<file path="src/hdl/bsff_pkg.sv">
`timescale 1ns / 1ps
// ----------------------------------------------------------------------------
// bsff_pkg
// Shared types and constants of the membership bitmap with find-first search.
// ----------------------------------------------------------------------------
package bsff_pkg;

    // The bit index and the word address together form a value, so WORD_BITS
    // is a power of two.
    localparam int WORD_BITS = 64;
    localparam int CAPACITY  = 1024;
    localparam int NUM_WORDS = (CAPACITY + WORD_BITS - 1) / WORD_BITS;
    localparam int WADDR_W   = (NUM_WORDS > 1) ? $clog2(NUM_WORDS) : 1;
    localparam int BIT_W     = $clog2(WORD_BITS);
    localparam int VALUE_W   = 10;
    localparam int COUNT_W   = 11;
    localparam int LAST_WORD = NUM_WORDS - 1;
    localparam int TAIL_BITS = CAPACITY - LAST_WORD * WORD_BITS;

    localparam logic [WORD_BITS-1:0] TAIL_MASK =
        {WORD_BITS{1'b1}} >> (WORD_BITS - TAIL_BITS);

    typedef enum logic [2:0] {
        OP_INSERT        = 3'd0,
        OP_REMOVE        = 3'd1,
        OP_QUERY         = 3'd2,
        OP_FIND_MISSING  = 3'd3,
        OP_FIND_EXISTING = 3'd4,
        OP_CLEAR         = 3'd5
    } t_op;

    typedef enum logic [1:0] {
        S_IDLE,
        S_MODIFY,
        S_SCAN,
        S_DONE
    } t_state;

    typedef struct packed {
        logic [2:0]         op;
        logic [VALUE_W-1:0] value;
    } t_req;

    typedef struct packed {
        logic               status;
        logic               is_member;
        logic [VALUE_W-1:0] found_value;
        logic [COUNT_W-1:0] member_count;
    } t_rsp;

    typedef struct packed {
        logic                 rd_en;
        logic [WADDR_W-1:0]   rd_addr;
        logic                 wr_en;
        logic [WADDR_W-1:0]   wr_addr;
        logic [WORD_BITS-1:0] wr_data;
        logic                 clear;
    } t_ram_req;

endpackage

</file>
<file path="src/hdl/bsff_ram.sv">
`timescale 1ns / 1ps
// ----------------------------------------------------------------------------
// bsff_ram
// Bitmap word memory with a registered read port and one flag per row; a row
// whose flag is clear reads as zero, which lets reset and clear empty every row at once.
// ----------------------------------------------------------------------------
module bsff_ram import bsff_pkg::*; (
    input  logic                 i_clk,
    input  logic                 i_rst_n,
    input  t_ram_req             i_ram,
    output logic [WORD_BITS-1:0] o_rd_data
);

    logic [WORD_BITS-1:0] r_mem [NUM_WORDS];
    logic [NUM_WORDS-1:0] r_row_valid;
    logic [WORD_BITS-1:0] r_rd_data;
    logic                 r_rd_hit;

    always_ff @(posedge i_clk) begin
        if (i_ram.wr_en) begin
            r_mem[i_ram.wr_addr] <= i_ram.wr_data;
        end
        if (i_ram.rd_en) begin
            r_rd_data <= r_mem[i_ram.rd_addr];
        end
    end

    always_ff @(posedge i_clk) begin
        if (!i_rst_n) begin
            r_row_valid <= '0;
            r_rd_hit    <= 1'b0;
        end else begin
            if (i_ram.clear) begin
                r_row_valid <= '0;
            end else if (i_ram.wr_en) begin
                r_row_valid[i_ram.wr_addr] <= 1'b1;
            end
            if (i_ram.rd_en) begin
                r_rd_hit <= r_row_valid[i_ram.rd_addr];
            end
        end
    end

    assign o_rd_data = r_rd_hit ? r_rd_data : '0;

endmodule

</file>
<file path="src/hdl/bitmap_set_find_first.sv">
`timescale 1ns / 1ps
// ----------------------------------------------------------------------------
// bitmap_set_find_first
// Set of small integers kept as a bitmap in a word memory, with a member
// count, insert, remove, query, clear and upward find-first searches.
// ----------------------------------------------------------------------------
//  Channel   Direction  Handshake                 Word
//  request   in         i_req_valid / o_req_stall i_req (op, value)
//  response  out        o_rsp_valid / i_rsp_stall o_rsp (status, is_member,
//                                                 found_value, member_count)
//
// One request is handled at a time. Insert, remove and query pass through
// S_MODIFY and then S_DONE before the result reaches the output register,
// clear and invalid operations go straight to S_DONE, and a search stays in
// S_SCAN for each word examined (up to 16) before S_DONE. The memory read is
// registered, and the memory is read one word per cycle during a search.
// Reset clears the row flags at once, so there is no clearing pass.
// A stalled response holds in the output register; the next request is taken
// once the current result has been loaded into it.
// ----------------------------------------------------------------------------
module bitmap_set_find_first import bsff_pkg::*; (
    input  logic i_clk,
    input  logic i_rst_n,
    input  logic i_req_valid,
    output logic o_req_stall,
    input  t_req i_req,
    output logic o_rsp_valid,
    input  logic i_rsp_stall,
    output t_rsp o_rsp
);

    t_state               r_state, n_state;
    logic [2:0]           r_op, n_op;
    logic [VALUE_W-1:0]   r_value, n_value;
    logic [WADDR_W-1:0]   r_word, n_word;
    logic                 r_first, n_first;
    logic [COUNT_W-1:0]   r_count, n_count;
    t_rsp                 r_res, n_res;
    logic                 r_rsp_valid, n_rsp_valid;
    t_rsp                 r_rsp;
    logic                 rsp_load;

    t_ram_req             ram_req;
    logic [WORD_BITS-1:0] rd_data;

    logic                 out_free;
    logic                 req_in_range;
    logic [WADDR_W-1:0]   req_word;
    logic [BIT_W-1:0]     cur_off;
    logic                 cur_bit;
    logic                 last_word;
    logic [WORD_BITS-1:0] scan_mask;
    logic [WORD_BITS-1:0] scan_cand;
    logic                 scan_hit;
    logic [BIT_W-1:0]     scan_idx;
    logic [VALUE_W-1:0]   scan_found;

    bsff_ram u_ram (
        .i_clk     (i_clk),
        .i_rst_n   (i_rst_n),
        .i_ram     (ram_req),
        .o_rd_data (rd_data)
    );

    assign out_free     = !r_rsp_valid || !i_rsp_stall;
    assign req_in_range = (32'(i_req.value) < 32'(CAPACITY));
    assign req_word     = WADDR_W'(i_req.value >> BIT_W);
    assign cur_off      = r_value[BIT_W-1:0];
    assign cur_bit      = rd_data[cur_off];
    assign last_word    = (r_word == WADDR_W'(LAST_WORD));

    always_comb begin
        scan_mask = (r_first ? ({WORD_BITS{1'b1}} << cur_off) : {WORD_BITS{1'b1}})
                  & (last_word ? TAIL_MASK : {WORD_BITS{1'b1}});
        scan_cand = ((r_op == OP_FIND_EXISTING) ? rd_data : ~rd_data) & scan_mask;
        scan_hit  = |scan_cand;
        scan_idx  = '0;
        for (int i = WORD_BITS - 1; i >= 0; i--) begin
            if (scan_cand[i]) begin
                scan_idx = BIT_W'(i);
            end
        end
        scan_found = VALUE_W'({r_word, scan_idx});
    end

    always_ff @(posedge i_clk) begin
        if (!i_rst_n) begin
            r_state     <= S_IDLE;
            r_count     <= '0;
            r_rsp_valid <= 1'b0;
        end else begin
            r_state     <= n_state;
            r_count     <= n_count;
            r_rsp_valid <= n_rsp_valid;
        end
    end

    always_ff @(posedge i_clk) begin
        r_op    <= n_op;
        r_value <= n_value;
        r_word  <= n_word;
        r_first <= n_first;
        r_res   <= n_res;
        if (rsp_load) begin
            r_rsp <= r_res;
        end
    end

    always_comb begin
        n_state     = r_state;
        n_op        = r_op;
        n_value     = r_value;
        n_word      = r_word;
        n_first     = r_first;
        n_count     = r_count;
        n_res       = r_res;
        rsp_load    = 1'b0;
        ram_req     = '0;

        unique case (r_state)
            S_IDLE: begin
                if (i_req_valid) begin
                    n_op    = i_req.op;
                    n_value = i_req.value;
                    n_word  = req_word;
                    n_first = 1'b1;
                    n_res   = '{status: 1'b0, is_member: 1'b0, found_value: '0,
                                member_count: r_count};
                    unique case (i_req.op)
                        OP_INSERT, OP_REMOVE, OP_QUERY: begin
                            if (req_in_range) begin
                                ram_req.rd_en   = 1'b1;
                                ram_req.rd_addr = req_word;
                                n_state         = S_MODIFY;
                            end else begin
                                n_state = S_DONE;
                            end
                        end
                        OP_FIND_MISSING, OP_FIND_EXISTING: begin
                            if (req_in_range) begin
                                ram_req.rd_en   = 1'b1;
                                ram_req.rd_addr = req_word;
                                n_state         = S_SCAN;
                            end else begin
                                n_res.status = 1'b1;
                                n_state      = S_DONE;
                            end
                        end
                        OP_CLEAR: begin
                            ram_req.clear      = 1'b1;
                            n_count            = '0;
                            n_res.member_count = '0;
                            n_state            = S_DONE;
                        end
                        default: begin
                            n_state = S_DONE;
                        end
                    endcase
                end
            end
            S_MODIFY: begin
                ram_req.wr_addr = r_word;
                unique case (r_op)
                    OP_INSERT: begin
                        if (!cur_bit) begin
                            ram_req.wr_en   = 1'b1;
                            ram_req.wr_data = rd_data | (WORD_BITS'(1) << cur_off);
                            n_count         = r_count + COUNT_W'(1);
                        end
                    end
                    OP_REMOVE: begin
                        if (cur_bit) begin
                            ram_req.wr_en   = 1'b1;
                            ram_req.wr_data = rd_data & ~(WORD_BITS'(1) << cur_off);
                            n_count         = r_count - COUNT_W'(1);
                        end
                    end
                    default: begin
                        n_res.is_member = cur_bit;
                    end
                endcase
                n_res.member_count = n_count;
                n_state            = S_DONE;
            end
            S_SCAN: begin
                if (scan_hit) begin
                    n_res.found_value = scan_found;
                    n_state           = S_DONE;
                end else if (last_word) begin
                    n_res.status = 1'b1;
                    n_state      = S_DONE;
                end else begin
                    ram_req.rd_en   = 1'b1;
                    ram_req.rd_addr = r_word + WADDR_W'(1);
                    n_word          = r_word + WADDR_W'(1);
                    n_first         = 1'b0;
                end
            end
            S_DONE: begin
                if (out_free) begin
                    rsp_load = 1'b1;
                    n_state  = S_IDLE;
                end
            end
            default: begin
                n_state = S_IDLE;
            end
        endcase

        n_rsp_valid = rsp_load || (r_rsp_valid && i_rsp_stall);
    end

    assign o_req_stall = (r_state != S_IDLE);
    assign o_rsp_valid = r_rsp_valid;
    assign o_rsp       = r_rsp;

    a_count_bound: assert property (@(posedge i_clk) disable iff (!i_rst_n)
        32'(r_count) <= 32'(CAPACITY))
        else $error("member count exceeds capacity");

    a_clear_zero: assert property (@(posedge i_clk) disable iff (!i_rst_n)
        (i_req_valid && !o_req_stall && i_req.op == OP_CLEAR)
        |=> (r_state == S_DONE && r_count == '0 && r_res.member_count == '0))
        else $error("clear did not empty the set");

    a_found_above_start: assert property (@(posedge i_clk) disable iff (!i_rst_n)
        (r_state == S_SCAN && scan_hit) |-> (scan_found >= r_value))
        else $error("search found a value below its start");

    a_count_step: assert property (@(posedge i_clk) disable iff (!i_rst_n)
        (r_state != S_MODIFY && !(i_req_valid && !o_req_stall && i_req.op == OP_CLEAR))
        |=> (r_count == $past(r_count)))
        else $error("member count changed outside insert, remove or clear");

endmodule
</file>
<file path="config.mk">
export PLATFORM = sky130hd
export DESIGN_NAME = bitmap_set_find_first
export DESIGN_NICKNAME = d
export VERILOG_FILES = /design/src/hdl/bsff_pkg.sv /design/src/hdl/bsff_ram.sv /design/src/hdl/bitmap_set_find_first.sv
export SDC_FILE = /design/constraint.sdc
export NUM_CORES = 1
export LEC_CHECK = 0
export BUFFER_PORTS_ARGS = -buffer_cell sky130_fd_sc_hd__buf_4
export CAP_MARGIN = 10
export CELL_PAD_IN_SITES_DETAIL_PLACEMENT = 1
export CELL_PAD_IN_SITES_GLOBAL_PLACEMENT = 2
export CORE_AREA = 5 5 302 363
export CTS_CLUSTER_DIAMETER = 50
export DETAILED_ROUTE_END_ITERATION = 12
export DIE_AREA = 0 0 307 368
export GPL_TIMING_DRIVEN = 0
export PLACE_DENSITY = 0.9
export SLEW_MARGIN = 25
export SYNTH_ARGS = -nofsm -noshare
export SYNTH_HDL_FRONTEND = slang
export SYNTH_SLANG_ARGS = --single-unit
</file>
<file path="constraint.sdc">
create_clock -name i_clk -period 15.7 [get_ports i_clk]
set_input_delay 2.355 -clock i_clk [delete_from_list [all_inputs] [get_ports i_clk]]
set_output_delay 2.355 -clock i_clk [all_outputs]
set_load 0.03 [all_outputs]
</file>
==> results of run 1 <==
[logic make-up after synthesis]
kind of cell | share of synthesized area
AO/OA/AOI/OAI | 0.0950
AND/OR/NAND/NOR | 0.135
adder cells (fa/ha/maj) | 0.00170
multiplexers | 0.0487
buffers and inverters | 0.0289
flip-flops | 0.682
XOR/XNOR | 0.00851
[sequential cells by signal, indices dropped and copies added (netlist names)]
register           cells
o_rsp                 23
o_rsp_valid            1
r_count               11
r_first                1
r_op                   3
r_res                 23
r_state                2
r_value                6
r_word                 4
u_ram.r_mem         1024
u_ram.r_rd_data       64
u_ram.r_rd_hit         1
u_ram.r_row_valid     16
[power groups by stage]
stage / registers [mW] / clock network [mW] / logic [mW]
global route: 3.66 / 3.04 / 1.80
CTS: 3.66 / 2.90 / 1.68
global placement: 3.72 / 0 / 1.57
detailed placement: 3.72 / 0 / 1.66
floorplan: 3.70 / 0 / 0.975
finish: 3.66 / 2.88 / 1.72
[critical path: cells and delay by family, from the launching register on]
| kind | cells | cell delay [ns] |
|---|---|---|
| simple gates | 5 | 2.48 |
| buf+inv | 4 | 1.92 |
| compound gates | 5 | 1.87 |
| flops | 1 | 0.44 |
[per-stage QoR]
step	setup slack (ns)	std cells	utilization	power, mW
6_report	8.68	5762	0.563	8.25
5_1_grt	8.64	5762	0.563	8.50
4_1_cts	8.80	5762	0.562	8.24
3_5_place_dp	8.87	5543	0.525	5.38
3_3_place_gp	4.28	5447	0.506	5.29
2_1_floorplan	9.27	4011	-	4.67
[synth_stat cells, types with 9 or more instances]
master    instances  area share
edfxtp_1       1148        0.67
nand2_1         977       0.071
and3_1          267       0.032
a31oi_1         174       0.021
mux2i_1         142       0.028
nor2_1          137       0.010
clkbuf_1        134      0.0098
buf_2            96      0.0093
a21oi_1          87      0.0085
mux2_2           72       0.016
o21ai_0          72      0.0070
a221o_1          68       0.013
o32ai_1          64       0.011
nand3_1          50      0.0049
xnor2_1          48      0.0082
a221oi_1         42      0.0072
dfxtp_1          31       0.012
o21a_1           27      0.0039
inv_1            25      0.0018
nor3_1           25      0.0024
buf_4            23      0.0034
and2_1           20      0.0024
nand4_1          18      0.0022
a22oi_1          15      0.0022
buf_1            15      0.0011
buf_6            15      0.0033
o211ai_1         15      0.0022
nand2b_1         13      0.0016
mux4_2           12      0.0053
a211oi_1         11      0.0016
a21o_1            9      0.0013
nor4_1            9      0.0011
[routing by layer]
metal,share of wire,global-route usage,vias to the layer above
met1,0.37,0.404,19153
met4,0.064,0.172,4
met2,0.48,0.541,2134
met3,0.083,0.0510,579
met5,0.00018,0,-
li1,-,-,15654
[worst max-delay path by stage]
stage | slack, ns | startpoint | depth (start not counted) | endpoint
after floorplan | 9.27 | r_value[0]$_DFFE_PP_ | 15 | u_ram.r_mem[5][0]$_DFFE_PP_
after global placement | 4.28 | r_value[3]$_DFFE_PP_ | 14 | u_ram.r_mem[5][26]$_DFFE_PP_
after detailed placement | 8.87 | r_value[4]$_DFFE_PP_ | 14 | u_ram.r_rd_data[43]$_DFFE_PP_
after CTS | 8.80 | r_value[4]$_DFFE_PP_ | 14 | u_ram.r_rd_data[43]$_DFFE_PP_
after global routing | 8.64 | r_value[4]$_DFFE_PP_ | 14 | u_ram.r_rd_data[43]$_DFFE_PP_
final | 8.68 | r_value[4]$_DFFE_PP_ | 14 | u_ram.r_rd_data[43]$_DFFE_PP_
[layout make-up]
cell class              count  area [um^2]  area share
plain buffers             284         1390      0.0233
clock inverters            75          761      0.0128
flip-flops and latches   1179        35100       0.590
repair buffers            136         1980      0.0333
clock buffers             144         3140      0.0528
inverters                  27          104     0.00174
well taps                1396         1750      0.0293
multi-input cells        2521        15300       0.257
==> flow_metrics.py, run 1 <==
metrics = {
    "run_status": {
        "status": "finished clean",
    },
    "cells_and_area": {
        "finalNetCount": 4290,
        "fin_area_um2": 59500,
        "final_cell_mix": "edfxtp_1 (1148), nand2_1 (977), and3_1 (267)",
        "layout_commonest_cell": "edfxtp_1",
        "syn2layout_area_growth_pct": 15.7,
        "nFillCells": 10392,
        "drive_above_1_share": 0.148,
        "n_antenna_cell": 0,
    },
    "grt": {
        "grtUsageTotal": 0.323,
        "grt-ovfl-total": 0,
        "grt_pass1_vias": 39350,
        "antenna_found_initial": 5,
        "grt_max_degree": 49,
        "grt_pass1_wl_um": 270000,
    },
    "logic_synthesis": {
        "syn-cell-area_um2": 51400,
        "yosysUniqueCellTypes": 80,
        "netlist_instances": 4011,
        "ys_seq_elements": 1179,
        "synth_edf_count": 1148,
        "ys_seq_area_frac": 0.682,
        "synth_area_per_cell_um2": 12.8,
        "synth_fp_nets": 4035,
        "yosysWarningCount": 0,
        "ys_async_sr_fraction": 0,
        "ys.flop_type": "edfxtp_1",
    },
    "clock_network": {
        "cts_max_path_buffers": 3,
        "cts_tree": "built",
        "clock-sinks": 1179,
        "h-tree-depth": 3,
        "clkTransAtPathRegs_ns": 0.07,
        "cts_root_buf": "clkbuf_16",
        "ctsHoldBuffers": 0,
        "clk_latency_ns": 0.73,
        "post-cts-setup-buffer-count": 0,
        "numCtsBuffers": 117,
        "post_cts_resized": 0,
    },
    "die": {
        "core-area_um2": 106000,
        "ios": 42,
        "dieArea_um2": 113000,
        "fp.dieH_um": 368,
        "rows": 131,
        "fp.dieW_um": 307,
        "start_util": 0.486,
    },
    "worst_hold_path": {
        "hp-class": "register to register",
        "hold_depth": 0,
        "min-delay-start": "r_res[5]$_DFFE_PP_",
        "hold_end": "o_rsp[5]$_DFFE_PP_",
    },
    "worst_setup_path": {
        "cp_max_fo": 10,
        "worst-r2r-setup-slack_ns": 8.68,
        "critPathMaxStageDelay_ns": 0.88,
        "crit_required_ns": 16.17,
        "cp.arrival_ns": 7.49,
        "startpoint_type": "register",
        "worstSetupPathType": "register to register",
        "slowest_stage": "nand2_1",
        "r2r_end": "u_ram.r_rd_data[43]$_DFFE_PP_",
        "r2r-start": "r_value[4]$_DFFE_PP_",
        "cp-end-kind": "register",
        "worstPathCellList": "buf_2 -> buf_2 -> nand3_1 -> clkbuf_1 -> nor2_1 -> a211oi_1 -> a22oi_1 -> nand4_1 -> nor4_4 -> a32oi_2 -> nand2_1 -> clkbuf_1 -> o32ai_1 -> a221o_1",
        "rr_worst_depth": 14,
    },
    "drt": {
        "drt_pass1_iterations": 6,
        "antenna_left": 0,
        "vias": 37524,
        "wl_per_cell_um": 32.4,
        "via_per_inst": 6.51,
        "wl_um": 187000,
        "drt_drc_violations_left": 0,
        "drtIter0Drc": 4348,
    },
    "placed_design": {
        "place_congestion": 1.00,
        "io_buffers": 40,
        "post_dp_cell_area_um2": 55500,
        "place_hpwl_um": 133000,
    },
    "power_and_ir_drop": {
        "p_leak_nw": 20.0,
        "pwr-share-clk": 0.349,
        "internal_power_mw": 5.71,
        "ir_worst_vdd_v": 0.000104,
        "p_sw_frac": 0.308,
        "p_seq_frac": 0.443,
        "power.density_nw_per_um2": 139,
        "p_sw_mw": 2.54,
        "p_comb_frac": 0.208,
    },
    "timing": {
        "fin_setup_tns_ns": 0,
        "period_needed_ns": 7.02,
        "maxSlewViolCount": 0,
        "hold_viol": 0,
        "relSlewSlack": 0.206,
        "fin_crit_sh": 0.447,
        "rsz0062_at_grt": "no",
        "tightest_slew_ns": 1.19,
        "clock_skew_ns": 0.0387,
        "fmax_ghz": 0.142,
        "timing.hold.ws_ns": 0.419,
        "setup_viol": 0,
    },
    "run": {
        "drv_cap": 0,
    },
}
Note: power is estimated with default switching activity, not from simulation.
==> run 2, diff against run 1 <==
--- a/config.mk
+++ b/config.mk
@@ -9,12 +9,12 @@
 export CAP_MARGIN = 10
 export CELL_PAD_IN_SITES_DETAIL_PLACEMENT = 1
 export CELL_PAD_IN_SITES_GLOBAL_PLACEMENT = 2
-export CORE_AREA = 5 5 302 363
+export CORE_AREA = 5 5 315 379
 export CTS_CLUSTER_DIAMETER = 50
 export DETAILED_ROUTE_END_ITERATION = 12
-export DIE_AREA = 0 0 307 368
+export DIE_AREA = 0 0 320 384
 export GPL_TIMING_DRIVEN = 0
-export PLACE_DENSITY = 0.9
+export PLACE_DENSITY = 0.84
 export SLEW_MARGIN = 25
 export SYNTH_ARGS = -nofsm -noshare
 export SYNTH_HDL_FRONTEND = slang
==> constraint.sdc (replaced) <==
create_clock -name i_clk -period 6.7 [get_ports i_clk]
set_input_delay 1.005 -clock i_clk [delete_from_list [all_inputs] [get_ports i_clk]]
set_output_delay 1.005 -clock i_clk [all_outputs]
set_load 0.03 [all_outputs]
==> run 2 against run 1 <==
Effect of this change: final cell count up 2.3%; largest cell class unchanged; sequential cell count unchanged; sequential power up 130%; via count down 4.3%; fmax up 6.0%; final area up 0.26%; largest power group unchanged; count of clock-buffer cells in the layout down 6; die area up 8.8%; routed wire length down 5.6%; critical path type unchanged.
==> flow_metrics.py, run 2 (synthesized netlist as in run 1, its figures left out) <==
metrics = {
    "die": {
        "fp.dieH_um": 384,
        "start_util": 0.446,
        "ios": 42,
        "dieArea_um2": 123000,
        "fp.dieW_um": 320,
        "core-area_um2": 115000,
        "rows": 137,
    },
    "drt": {
        "drtIter0Drc": 3454,
        "wl_met3_um": 10400,
        "vias": 35923,
        "via_per_inst": 6.09,
        "drt_drc_violations_left": 0,
        "drt_pass1_iterations": 5,
        "wl_met1_um": 68400,
        "antenna_left": 0,
        "wl_um": 176000,
        "wl_per_cell_um": 29.9,
        "dr_wl_met2_um": 87400,
        "highest_layer": "met5",
    },
    "clock_network": {
        "numCtsBuffers": 117,
        "clk_latency_ns": 0.75,
        "h-tree-depth": 3,
        "clock-sinks": 1179,
        "cts_root_buf": "clkbuf_16",
        "cts_max_path_buffers": 3,
        "cts_tree": "built",
        "clkTransAtPathRegs_ns": 0.06,
    },
    "worst_setup_path": {
        "worst-r2r-setup-slack_ns": 0.08,
        "cp_max_fo": 10,
        "startpoint_type": "register",
        "r2r-start": "r_op[0]$_DFFE_PP_",
        "cp-end-kind": "register",
        "cp.arrival_ns": 7.09,
        "r2r_end": "u_ram.r_rd_data[58]$_DFFE_PP_",
        "rr_worst_depth": 15,
        "crit_required_ns": 7.17,
        "worstSetupPathType": "register to register",
    },
    "timing": {
        "period_needed_ns": 6.62,
        "rsz0062_at_grt": "no",
        "timing.hold.ws_ns": 0.420,
        "fmax_ghz": 0.151,
        "setup_viol": 0,
        "tightest_slew_ns": 1.15,
        "fin_crit_sh": 0.988,
        "relSlewSlack": 0.234,
        "clock_skew_ns": 0.0207,
        "fin_ws_ns": 0.0791,
        "maxSlewViolCount": 0,
        "hold_viol": 0,
    },
    "cells_and_area": {
        "instances_no_fill": 5895,
        "drive_above_1_share": 0.148,
        "top_regs": "u_ram.r_mem (1024), u_ram.r_rd_data (64)",
        "utilization": 0.517,
        "regMostFlops": "u_ram.r_mem",
        "largest_reg_flops": 1024,
        "syn2layout_area_growth_pct": 16.0,
        "layout_commonest_cell": "edfxtp_1",
        "finalNetCount": 4287,
        "final_cell_mix": "edfxtp_1 (1148), nand2_1 (976), and3_1 (267)",
    },
    "run_status": {
        "status": "finished clean",
    },
    "worst_hold_path": {
        "hold_depth": 0,
        "min-delay-start": "r_res[22]$_DFFE_PP_",
        "hold_end": "o_rsp[22]$_DFFE_PP_",
        "hp-class": "register to register",
    },
    "power_and_ir_drop": {
        "p_leak_nw": 20.0,
        "ir_worst_vdd_v": 0.000212,
        "power.total_mw": 19.4,
        "power.density_nw_per_um2": 326,
    },
    "grt": {
        "grt_max_degree": 34,
        "grt_pass1_wl_um": 257000,
        "grt-ovfl-total": 0,
        "grtUsageTotal": 0.281,
        "antenna_found_initial": 8,
        "grt_pass1_vias": 37577,
    },
    "run": {
        "drv_cap": 0,
    },
    "placed_design": {
        "place_congestion": 1.02,
        "place_hpwl_um": 127000,
        "dp_slack_ns": -0.285,
        "dp.cells": 5672,
        "io_buffers": 40,
    },
}
## run 2: cell count changes in the layout (fill, tap and decap cells not counted), moves of 5 or more
cell	change
clkinv_2	-5
bufinv_16	+7
clkbuf_1	-5
nor2_2	-6
nor2_1	+5
clkbuf_2	+6
buf_16	-9
clkbuf_8	-5
clkinvlp_4	+6
## run 2: metal layers
layer,up-vias,GRT usage
met5,-,0
met1,18545,0.349
met4,2,0.140
li1,15691,-
met3,331,0.0405
met2,1354,0.484
## run 2: where the power goes
group | leakage (nW) | total, mW | switching [mW] | internal [mW]
Combinational | 9.24 | 4.02 | 2.84 | 1.19
Sequential | 8.78 | 8.53 | 0.146 | 8.39
Clock | 1.93 | 6.87 | 2.88 | 3.99
## run 2: cell type report
class | count | area [um^2]
Fill cell | 11501 | 55700
Sequential cell | 1179 | 35100
Multi-Input combinational cell | 2521 | 15300
Clock buffer | 138 | 3050
Tap cell | 1529 | 1910
Timing Repair Buffer | 133 | 1820
Buffer | 284 | 1410
Clock inverter | 82 | 962
Inverter | 27 | 104
Antenna cell | 2 | 5.00
## run 2: worst max path at each step
| stage | startpoint | to | slack [ns] | cells past startpoint |
|---|---|---|---|---|
| 6_report | r_op[0]$_DFFE_PP_ | u_ram.r_rd_data[58]$_DFFE_PP_ | 0.08 | 15 |
| 5_1_grt | r_op[0]$_DFFE_PP_ | u_ram.r_rd_data[58]$_DFFE_PP_ | 0.04 | 15 |
| 4_1_cts | r_value[3]$_DFFE_PP_ | u_ram.r_rd_data[51]$_DFFE_PP_ | 0.01 | 16 |
| 3_5_place_dp | u_ram.r_rd_hit$_SDFFE_PN0P_ | u_ram.r_rd_data[53]$_DFFE_PP_ | -0.28 | 16 |
| 3_3_place_gp | r_value[0]$_DFFE_PP_ | u_ram.r_mem[5][21]$_DFFE_PP_ | -5.14 | 14 |
| 2_1_floorplan | r_value[0]$_DFFE_PP_ | u_ram.r_mem[5][0]$_DFFE_PP_ | 0.27 | 15 |
## run 2: stage by stage
stage / TNS (ns) / cell area (um^2)
2_1_floorplan: 0 / 51400
3_3_place_gp: -4903.64 / 53600
3_5_place_dp: -2.78 / 55600
4_1_cts: 0 / 59600
5_1_grt: 0 / 59700
6_report: 0 / 59700
## run 2: critical path, cell delays in order (launching register included)
cell and delay (ns):
edfxtp_1 0.51, nor3b_1 0.25, buf_2 0.42, buf_2 0.36, xnor2_1 0.21, o21ai_0 0.19, a2111oi_0 0.55, nand4_1 0.43
nor4_4 0.64, a22o_1 0.43, buf_4 0.33, buf_2 0.58, clkbuf_1 0.55, and3_1 0.33, a31oi_1 0.07, a221o_1 0.45
## run 2: repair_timing
action	in CTS	in global routing
pin swaps	0	1
gates resized for setup	4	3
buffers inserted	0	0
hold buffers	0	0
endpoints found under the setup margin	27	42
